`config.mk`:
```
export PLATFORM = sky130hd
export DESIGN_NAME = signed_date_difference_days_unit
export DESIGN_NICKNAME = d
export VERILOG_FILES = /design/src/sdd_pkg.sv /design/src/sdd_day_number.sv /design/src/signed_date_difference_days_unit.sv
export SDC_FILE = /design/constraint.sdc
export NUM_CORES = 2
export LEC_CHECK = 0
export BUFFER_PORTS_ARGS = -buffer_cell sky130_fd_sc_hd__buf_2
export CORE_ASPECT_RATIO = 1.2
export CORE_UTILIZATION = 65
export DETAILED_ROUTE_END_ITERATION = 6
export PLACE_DENSITY = 0.87
export SKIP_LAST_GASP = 1
export SLEW_MARGIN = 20
export SYNTH_ARGS = -nofsm -noshare
export SYNTH_HDL_FRONTEND = slang
export SYNTH_HIERARCHICAL = 1
export SYNTH_SLANG_ARGS = --single-unit
```
`constraint.sdc`:
```
create_clock -name clk_i -period 14.6 [get_ports clk_i]
set_input_delay 2.19 -clock clk_i [delete_from_list [all_inputs] [get_ports clk_i]]
set_output_delay 2.19 -clock clk_i [all_outputs]
set_load 0.02 [all_outputs]
```
`src/sdd_pkg.sv`:
```
// Shared types and date arithmetic for the signed date difference unit.
// No dependencies; used by sdd_day_number and signed_date_difference_days_unit.
`default_nettype none

package sdd_pkg;

  localparam int unsigned YearW = 14;
  localparam int unsigned MonthW = 4;
  localparam int unsigned DayW = 5;
  localparam int unsigned DiffW = 23;
  // Day numbers from 0000-01-01 stay below 2^23 for 14-bit years; one spare bit
  // lets the subtraction carry a sign.
  localparam int unsigned DayNumW = 24;
  localparam int unsigned DiffMax = 4194303;

  // Reciprocals for exact division of values below 2^15 by 100 and by 400.
  localparam int unsigned Recip100 = 5243;
  localparam int unsigned Shift100 = 19;
  localparam int unsigned Shift400 = 21;

  localparam logic [MonthW-1:0] MonJan = 4'd1;
  localparam logic [MonthW-1:0] MonFeb = 4'd2;
  localparam logic [MonthW-1:0] MonDec = 4'd12;

  typedef struct packed {
    logic [YearW-1:0]  start_year;
    logic [MonthW-1:0] start_month;
    logic [DayW-1:0]   start_day;
    logic [YearW-1:0]  end_year;
    logic [MonthW-1:0] end_month;
    logic [DayW-1:0]   end_day;
    logic              include_end;
  } sdd_in_t;

  typedef struct packed {
    logic signed [DiffW-1:0] day_difference;
    logic                    date_invalid;
  } sdd_out_t;

  // 4/100/400 rule; y % 100 found through a reciprocal multiply.
  function automatic logic leap_year(input logic [YearW-1:0] y);
    logic [27:0] prod;
    logic [8:0]  q100;
    logic        div100;
    prod   = 28'(y) * 28'(Recip100);
    q100   = prod[27:Shift100];
    div100 = (y == 14'(14'(q100) * 14'd100));
    return (y[1:0] == 2'b00) && (!div100 || (q100[1:0] == 2'b00));
  endfunction

  function automatic logic [DayW-1:0] month_len(input logic [MonthW-1:0] m,
                                                input logic leap);
    logic [DayW-1:0] len;
    case (m)
      4'd2:                      len = leap ? 5'd29 : 5'd28;
      4'd4, 4'd6, 4'd9, 4'd11:   len = 5'd30;
      default:                   len = 5'd31;
    endcase
    return len;
  endfunction

  function automatic logic [8:0] days_before_month(input logic [MonthW-1:0] m);
    logic [8:0] n;
    case (m)
      4'd1:    n = 9'd0;
      4'd2:    n = 9'd31;
      4'd3:    n = 9'd59;
      4'd4:    n = 9'd90;
      4'd5:    n = 9'd120;
      4'd6:    n = 9'd151;
      4'd7:    n = 9'd181;
      4'd8:    n = 9'd212;
      4'd9:    n = 9'd243;
      4'd10:   n = 9'd273;
      4'd11:   n = 9'd304;
      4'd12:   n = 9'd334;
      default: n = 9'd0;
    endcase
    return n;
  endfunction

endpackage

`default_nettype wire

```
`src/sdd_day_number.sv`:
```
// Converts one Gregorian date to a day count from 0000-01-01 and checks it.
// Depends on sdd_pkg.
`default_nettype none

module sdd_day_number (
  input  wire logic [sdd_pkg::YearW-1:0]   year_i,
  input  wire logic [sdd_pkg::MonthW-1:0]  month_i,
  input  wire logic [sdd_pkg::DayW-1:0]    day_i,
  output logic      [sdd_pkg::DayNumW-1:0] day_num_o,
  output logic                             valid_o
);
  import sdd_pkg::*;

  logic              leap;
  logic [DayW-1:0]   len;
  logic [YearW:0]    y_p3;
  logic [YearW:0]    y_p99;
  logic [YearW:0]    y_p399;
  logic [27:0]       prod100;
  logic [27:0]       prod400;
  logic [8:0]        q100;
  logic [6:0]        q400;
  logic [DayNumW-1:0] base;

  always_comb begin
    leap    = leap_year(year_i);
    len     = month_len(month_i, leap);
    valid_o = (month_i >= MonJan) && (month_i <= MonDec) &&
              (day_i != '0) && (day_i <= len);

    y_p3    = {1'b0, year_i} + 15'd3;
    y_p99   = {1'b0, year_i} + 15'd99;
    y_p399  = {1'b0, year_i} + 15'd399;
    prod100 = 28'(y_p99) * 28'(Recip100);
    prod400 = 28'(y_p399) * 28'(Recip100);
    q100    = prod100[27:Shift100];
    q400    = prod400[27:Shift400];

    // Leap days before this year, then the days of the months gone by.
    base = 24'(year_i) * 24'd365 + 24'(y_p3[YearW:2]) - 24'(q100) + 24'(q400);
    day_num_o = base + 24'(days_before_month(month_i)) +
                24'((month_i > MonFeb) && leap) + 24'(day_i) - 24'd1;
  end

endmodule

`default_nettype wire

```
`src/signed_date_difference_days_unit.sv`:
```
// Signed Gregorian date difference in days: top level.
// From start to done_o a word passes the input register, the day-number register and the
// result register. Throughput one word per cycle; busy stays low.
// The result strobe lasts one cycle and cannot be stalled by the receiver.
// Reset clears the valid pipeline only; payload registers are not reset.
// Depends on sdd_pkg and sdd_day_number.
`default_nettype none

module signed_date_difference_days_unit (
  input  wire logic             clk_i,
  input  wire logic             rst_ni,
  input  wire logic             start,
  output logic                  busy,
  input  wire sdd_pkg::sdd_in_t item_i,
  output logic                  done_o,
  output sdd_pkg::sdd_out_t     result_o
);
  import sdd_pkg::*;

  logic                s0_valid_q;
  sdd_in_t             s0_item_q;

  logic [DayNumW-1:0]  dn_start;
  logic [DayNumW-1:0]  dn_end;
  logic                ok_start;
  logic                ok_end;

  logic                s1_valid_q;
  logic [DayNumW-1:0]  dn_start_q;
  logic [DayNumW-1:0]  dn_end_q;
  logic                invalid_q;
  logic                inc_q;

  logic [DayNumW-1:0]  diff;
  logic                neg;
  logic [DayNumW-1:0]  mag;
  logic [DayNumW-1:0]  mag_inc;
  logic [DiffW-1:0]    mag_sat;
  sdd_out_t            result_d;
  sdd_out_t            result_q;
  logic                done_q;

  assign busy = 1'b0;

  always_ff @(posedge clk_i or negedge rst_ni) begin
    if (!rst_ni) begin
      s0_valid_q <= 1'b0;
      s1_valid_q <= 1'b0;
      done_q     <= 1'b0;
    end else begin
      s0_valid_q <= start;
      s1_valid_q <= s0_valid_q;
      done_q     <= s1_valid_q;
    end
  end

  always_ff @(posedge clk_i) begin
    if (start) begin
      s0_item_q <= item_i;
    end
  end

  sdd_day_number u_start_date (
    .year_i    (s0_item_q.start_year),
    .month_i   (s0_item_q.start_month),
    .day_i     (s0_item_q.start_day),
    .day_num_o (dn_start),
    .valid_o   (ok_start)
  );

  sdd_day_number u_end_date (
    .year_i    (s0_item_q.end_year),
    .month_i   (s0_item_q.end_month),
    .day_i     (s0_item_q.end_day),
    .day_num_o (dn_end),
    .valid_o   (ok_end)
  );

  always_ff @(posedge clk_i) begin
    if (s0_valid_q) begin
      dn_start_q <= dn_start;
      dn_end_q   <= dn_end;
      invalid_q  <= !(ok_start && ok_end);
      inc_q      <= s0_item_q.include_end;
    end
  end

  // Take the magnitude, add the end day, saturate, then restore the sign; an invalid date gives zero.
  always_comb begin
    diff    = dn_end_q - dn_start_q;
    neg     = diff[DayNumW-1];
    mag     = neg ? (~diff + 24'd1) : diff;
    mag_inc = mag + 24'(inc_q);
    mag_sat = (mag_inc > 24'(DiffMax)) ? 23'(DiffMax) : mag_inc[DiffW-1:0];
    if (invalid_q) begin
      result_d.day_difference = '0;
      result_d.date_invalid   = 1'b1;
    end else begin
      result_d.day_difference = neg ? -$signed(mag_sat) : $signed(mag_sat);
      result_d.date_invalid   = 1'b0;
    end
  end

  always_ff @(posedge clk_i) begin
    if (s1_valid_q) begin
      result_q <= result_d;
    end
  end

  assign done_o   = done_q;
  assign result_o = result_q;

endmodule

`default_nettype wire

```
# Word level (Yosys, flattened, before mapping)
# Memory sizes are Yosys's and may differ from the RTL's. A register that Yosys moved wholly into a read port is not among the register bits.
# Cells that the tools add are included.
# classes
add_sub_neg	24
multipliers	10
order_cmp	9
n_eq_ne	12
muxes	10
bitwise	1
reduce_logical	24
# op_table
operator	count
15-bit by 13-bit multiplier with 28-bit output (second input constant)	4
24-bit by 1-bit adder with 24-bit output	3
14-bit by 13-bit multiplier with 27-bit output (second input constant)	2
23-bit by 13-bit adder with 24-bit output	2
24-bit by 5-bit adder with 24-bit output	2
24-bit by 7-bit adder with 24-bit output	2
24-bit by 9-bit adder with 24-bit output	2
24-bit by 1-bit subtractor with 24-bit output (second input constant)	2
24-bit by 9-bit subtractor with 24-bit output	2
14-bit by 9-bit multiplier with 23-bit output (second input constant)	2
23-bit two-way mux	2
14-bit by 2-bit adder with 15-bit output (second input constant)	2
14-bit by 7-bit adder with 15-bit output (second input constant)	2
14-bit by 9-bit adder with 15-bit output (second input constant)	2
14-bit equality test	2
24-bit by 1-bit adder with 24-bit output (second input constant)	1
24-bit by 22-bit greater-than comparator with 1-bit output (second input constant)	1
8-bit by 5-bit multiplier with 12-bit output (second input constant)	2
24-bit two-way mux	1
24-bit inverter	1
24-bit subtractor	1
23-bit negator	1
5-bit case mux with 2 select lines	2
4-bit by 3-bit equality test with 1-bit output (second input constant)	4
other kinds (14)	43
# word_totals
register_bits	124
romBits	288
input_bits	50
word_cells	108
mem_count	2
# mem_list
memory	words	width	rd	rd_ports_with_merged_regs	wr	line_no	source
(no name shown)	16	9	1	1	0	sdd_pkg.sv:64	case (m)
(no name shown)	16	9	1	1	0	sdd_pkg.sv:64	

# Logic depth before layout (Yosys ltp)
# logic_depth
depth_word	12
ltp_mapped	50
mapped_depth_nobuf	49

# Modules after synthesis
# Netlist, hierarchy kept.
# by_module_without_submodules
module	instances	cells_per_inst	area_each_um2	seq_area_each_um2
sdd_day_number at u_start_date	1	1710	16414.5	0.0
sdd_day_number at u_end_date	1	1695	16310.6	0.0
signed_date_difference_days_unit	1	803	8081.5	3708.6

# Worst setup path after synthesis
# Ideal clock, no wire load.
# synth_path
path_kind	flip-flop to flip-flop
start	register s0_item_q[21] in the netlist's numbering
end	register dn_end_q[19], data pin
setup_time_ns	0.258
t_arrival_ns	11.755
required_time_ns	14.342
setup_slack_ns	2.587
path_stages_with_launch	48
path_buffers	0
path_cell_list	edfxtp_1 fa_1 ha_1 inv_1 fa_1 inv_1 fa_1 inv_1 fa_1 inv_1 ha_1 a21o_1 a221oi_1 o21a_1 a31oi_1 o31a_1 o21a_1 nor2_1 [12 not listed] a2111oi_4 nor2_1 ha_1 ha_1 inv_1 fa_1 fa_1 fa_1 inv_1 fa_1 a211oi_1 o21ai_1 a41oi_2 o211ai_2 a31oi_1 o21bai_1 a21oi_1 xnor2_1
# synth_via
elab_chain_cells	10
elab_cells_between_ends	21
# synth_rtl
element	line_no	source
start: declaration	signed_date_difference_days_unit.sv:21	sdd_in_t s0_item_q;
start signal: assignment	signed_date_difference_days_unit.sv:59	s0_item_q <= item_i;
branches (longest 7 deep; another with 23-bit by 13-bit adder with 24-bit output)	-	
24-bit by 1-bit adder with 24-bit output (*)	sdd_day_number.sv:41	day_num_o = base + 24'(days_before_month(month_i)) +
24-bit by 5-bit adder with 24-bit output (*)	sdd_day_number.sv:42	24'((month_i > MonFeb) && leap) + 24'(day_i) - 24'd1;
24-bit by 1-bit subtractor with 24-bit output (*)	sdd_day_number.sv:42	
net dn_end[19]	signed_date_difference_days_unit.sv:24	logic [DayNumW-1:0] dn_end;
end signal: assignment	signed_date_difference_days_unit.sv:82	dn_end_q <= dn_end;
end: declaration	signed_date_difference_days_unit.sv:30	logic [DayNumW-1:0] dn_end_q;
# Mark *: on every way through the listed nets, which the timed path passes.
# A chain may end at the register's enable or synchronous reset.

# Worst setup path in the final report
# layout_path
start	register s0_item_q[15] in the netlist's numbering
end	register dn_end_q[19], data pin
# Same word-level chain as after synthesis.

==> results_dict.tcl <==
set metrics [dict create \
    status "finished with violations" \
    violations "design-rule violations" \
    crit_top_cell "fa_1" \
    grt_pass1_wl_mm 164.5 \
    yosysUniqueCellTypes 109 \
    dp_cells 5078 \
    cts_tree "built" \
    drtAntennaViolNets 0 \
    cts_setup_buffers 0 \
    synth_area_leaders "fa_1 (29%), ha_1 (28%), inv_1 (9.8%)" \
    clk_latency_ps 480 \
    wl_met1_mm 36.52 \
    dp.final_hpwl_mm 84.80 \
    die_h_um 276.5 \
    skew_ps 19.63 \
    clk_path_buf_depth 2 \
    ys_ff_latch 124 \
    diodes 0 \
    hold_buffers 0 \
    antenna_found_initial 0 \
    finalNonFillerCells 5110 \
    via_per_inst 5.956 \
    cts-root-buf "clkbuf_16" \
    die_area_um2 63790 \
    setup_ws_ps 1062 \
    synthFlopType "edfxtp_1" \
    htreeDepth 4 \
    grt_pass1_vias 33600 \
    worstSetupStartpointType "register" \
    setup_viol 0 \
    rows 100 \
    dr_wl_met3_mm 4.913 \
    gp_congestion 0.9793 \
    die_w_um 230.7 \
    synth_top_cell_by_area "fa_1" \
    fmax_mhz 73.87 \
    drt_iter0_markers 1993 \
    overflow 0 \
    finish.utilization_pct 69.01 \
    path_class "reg2reg" \
    io_buffers 74 \
    avgSynthCellArea_um2 9.697 \
    drive_gt1_share_pct 4.891 \
    highest_layer "met4" \
    area_delta_synth_final_pct 4.952 \
    clk_pin_slew_worst_paths_ps 70 \
    async_flop_share_pct 2.419 \
    cp_slowest_cell "edfxtp_1" \
    yosys_warnings 6 \
    tightest_slew_ps 1086 \
    max_stage_delay_ps 720 \
    tns_ps 0 \
    drt-total-wl_mm 99.00 \
    required_ps 14810 \
    nets 5837 \
    synth_seq_area_share_pct 9.088 \
    relSlewSlack_pct 27.07 \
    drcViolationCount 1 \
    firstDrtPassIters 7 \
    fillers 4379 \
    crit_path_end_kind "register" \
    start_util_pct 65.75 \
    wire_per_inst_um 19.37 \
    place_ws_ps 1120 \
    layout_commonest_cell "inv_1" \
    syn_area_um2 40810 \
    grt_max_degree 52 \
    crit_fanout 12 \
    cts_resized 0 \
    cts_made_buffers 17 \
    synth_edf_count 121 \
    drv_cap 0 \
    cts.sinks 124 \
    final_cell_mix "inv_1 (1065), ha_1 (915), fa_1 (591)" \
    rsz0062_at_grt "no" \
    synth_cells 4208 \
    vias 30440 \
    post-route-min-period_ps 13540 \
    hold_violations 0 \
    hp-class "reg2reg" \
    gr-usage-all-layers_pct 32.43 \
    arrival_ps 13750 \
    synth_top_area_share_pct 28.99 \
    syn-num-nets 5764 \
    slew_viol_final 0 \
    design.core.area_um2 62060 \
    ioPinCount 76 \
    fin_crit_sh_pct 92.73 \
    wl_met2_mm 50.76 \
]
==> layout make-up <==
cell class                      instances  area (um^2)  area share, %
Clock inverter                         12        163.9         0.3827
Sequential cell                       124         3710          8.662
Tap cell                              816         1021          2.384
Multi-Input combinational cell       2968        32900          76.82
Timing Repair Buffer                  104        595.6          1.391
Clock buffer                           20        436.7          1.020
Inverter                             1066         4001          9.343
==> metal layers <==
metal	track usage, %	vias to the layer above
met3	4.682	418
li1	-	13960
met4	21.45	0
met2	57.75	1137
met5	0	-
met1	35.75	14920
==> critical path: cells and delay by family (launching register included) <==
kind | cells | cell delay, ps
AO/OA/AOI/OAI | 17 | 4160
XOR/XNOR | 2 | 230
adder cells (fa/ha/maj) | 16 | 6420
buffers and inverters | 8 | 740
flip-flops | 1 | 720
AND/OR/NAND/NOR | 4 | 1000
==> synthesized netlist by cell type (all sizes together), types with 6 or more instances <==
cell     number
inv        1065
ha          915
fa          591
xnor2       191
a21oi       152
nand2       149
nor2        138
edfxtp      121
o21ai       113
nand3        69
nor3         66
a21o         62
xor2         55
nand4        38
clkbuf       35
a211oi       27
and3         24
o21a         23
nor4         22
a31oi        21
or3          21
and2         18
mux2i        18
o211ai       17
a21boi       16
nor2b        16
buf          15
or2          15
a2111oi      13
nand2b       13
o21bai       11
o31ai        11
o22ai        10
a211o         9
and4          9
a221oi        8
nand3b        8
or4           8
o2111ai       7
o221ai        7
o31a          7
o211a         6
==> worst paths after layout <==
path                                         start                     end  slack [ps]  cells past startpoint
max                        s0_item_q[15]$_DFFE_PP_  dn_end_q[19]$_DFFE_PP_        1060                     47
min                         s0_item_q[0]$_DFFE_PP_         inc_q$_DFFE_PP_         440                      0
max reg2reg                s0_item_q[15]$_DFFE_PP_  dn_end_q[19]$_DFFE_PP_        1060                     47
min reg2reg                 s0_item_q[0]$_DFFE_PP_         inc_q$_DFFE_PP_         440                      0
max in group asynchronous                   rst_ni    s0_valid_q$_DFF_PN0_       12970                      1
min in group asynchronous                   rst_ni    s0_valid_q$_DFF_PN0_        1500                      1
==> flip-flops by register name (all words and copies together) (netlist names) <==
register    count
invalid_q       1
s0_valid_q      1
result_o       24
s0_item_q      47
done_o          1
s1_valid_q      1
dn_start_q     24
inc_q           1
dn_end_q       24
==> through the flow <==
| step | hold slack [ps] | cell area [um^2] |
|---|---|---|
| final | 441.2 | 42830 |
| after global routing | 463.5 | 42830 |
| after CTS | 448.3 | 42800 |
| after detailed placement | 409.7 | 42200 |
| after global placement | 429.5 | 42200 |
| after floorplan | 400.3 | 40810 |
==> cells by family (layout without fill, tap and decap cells) <==
group                      count (synthesis)  count (layout)  synth area share (%)
AOI/OAI and AO/OA                        562             562                 9.643
xor gates and xnor gates                 248             248                 5.446
adders and majority gates               1506            1506                 57.05
buffers and inverters                   1116            1202                 10.35
DFF                                      124             124                 9.088
muxes                                     22              22                0.6071
other                                      1               1              0.009190
and+or+nand+nor                          629             629                 7.806
Power is left out: the tool's default activity adds up to more than one toggle a clock period on the data nets, which glitch-free logic cannot reach.
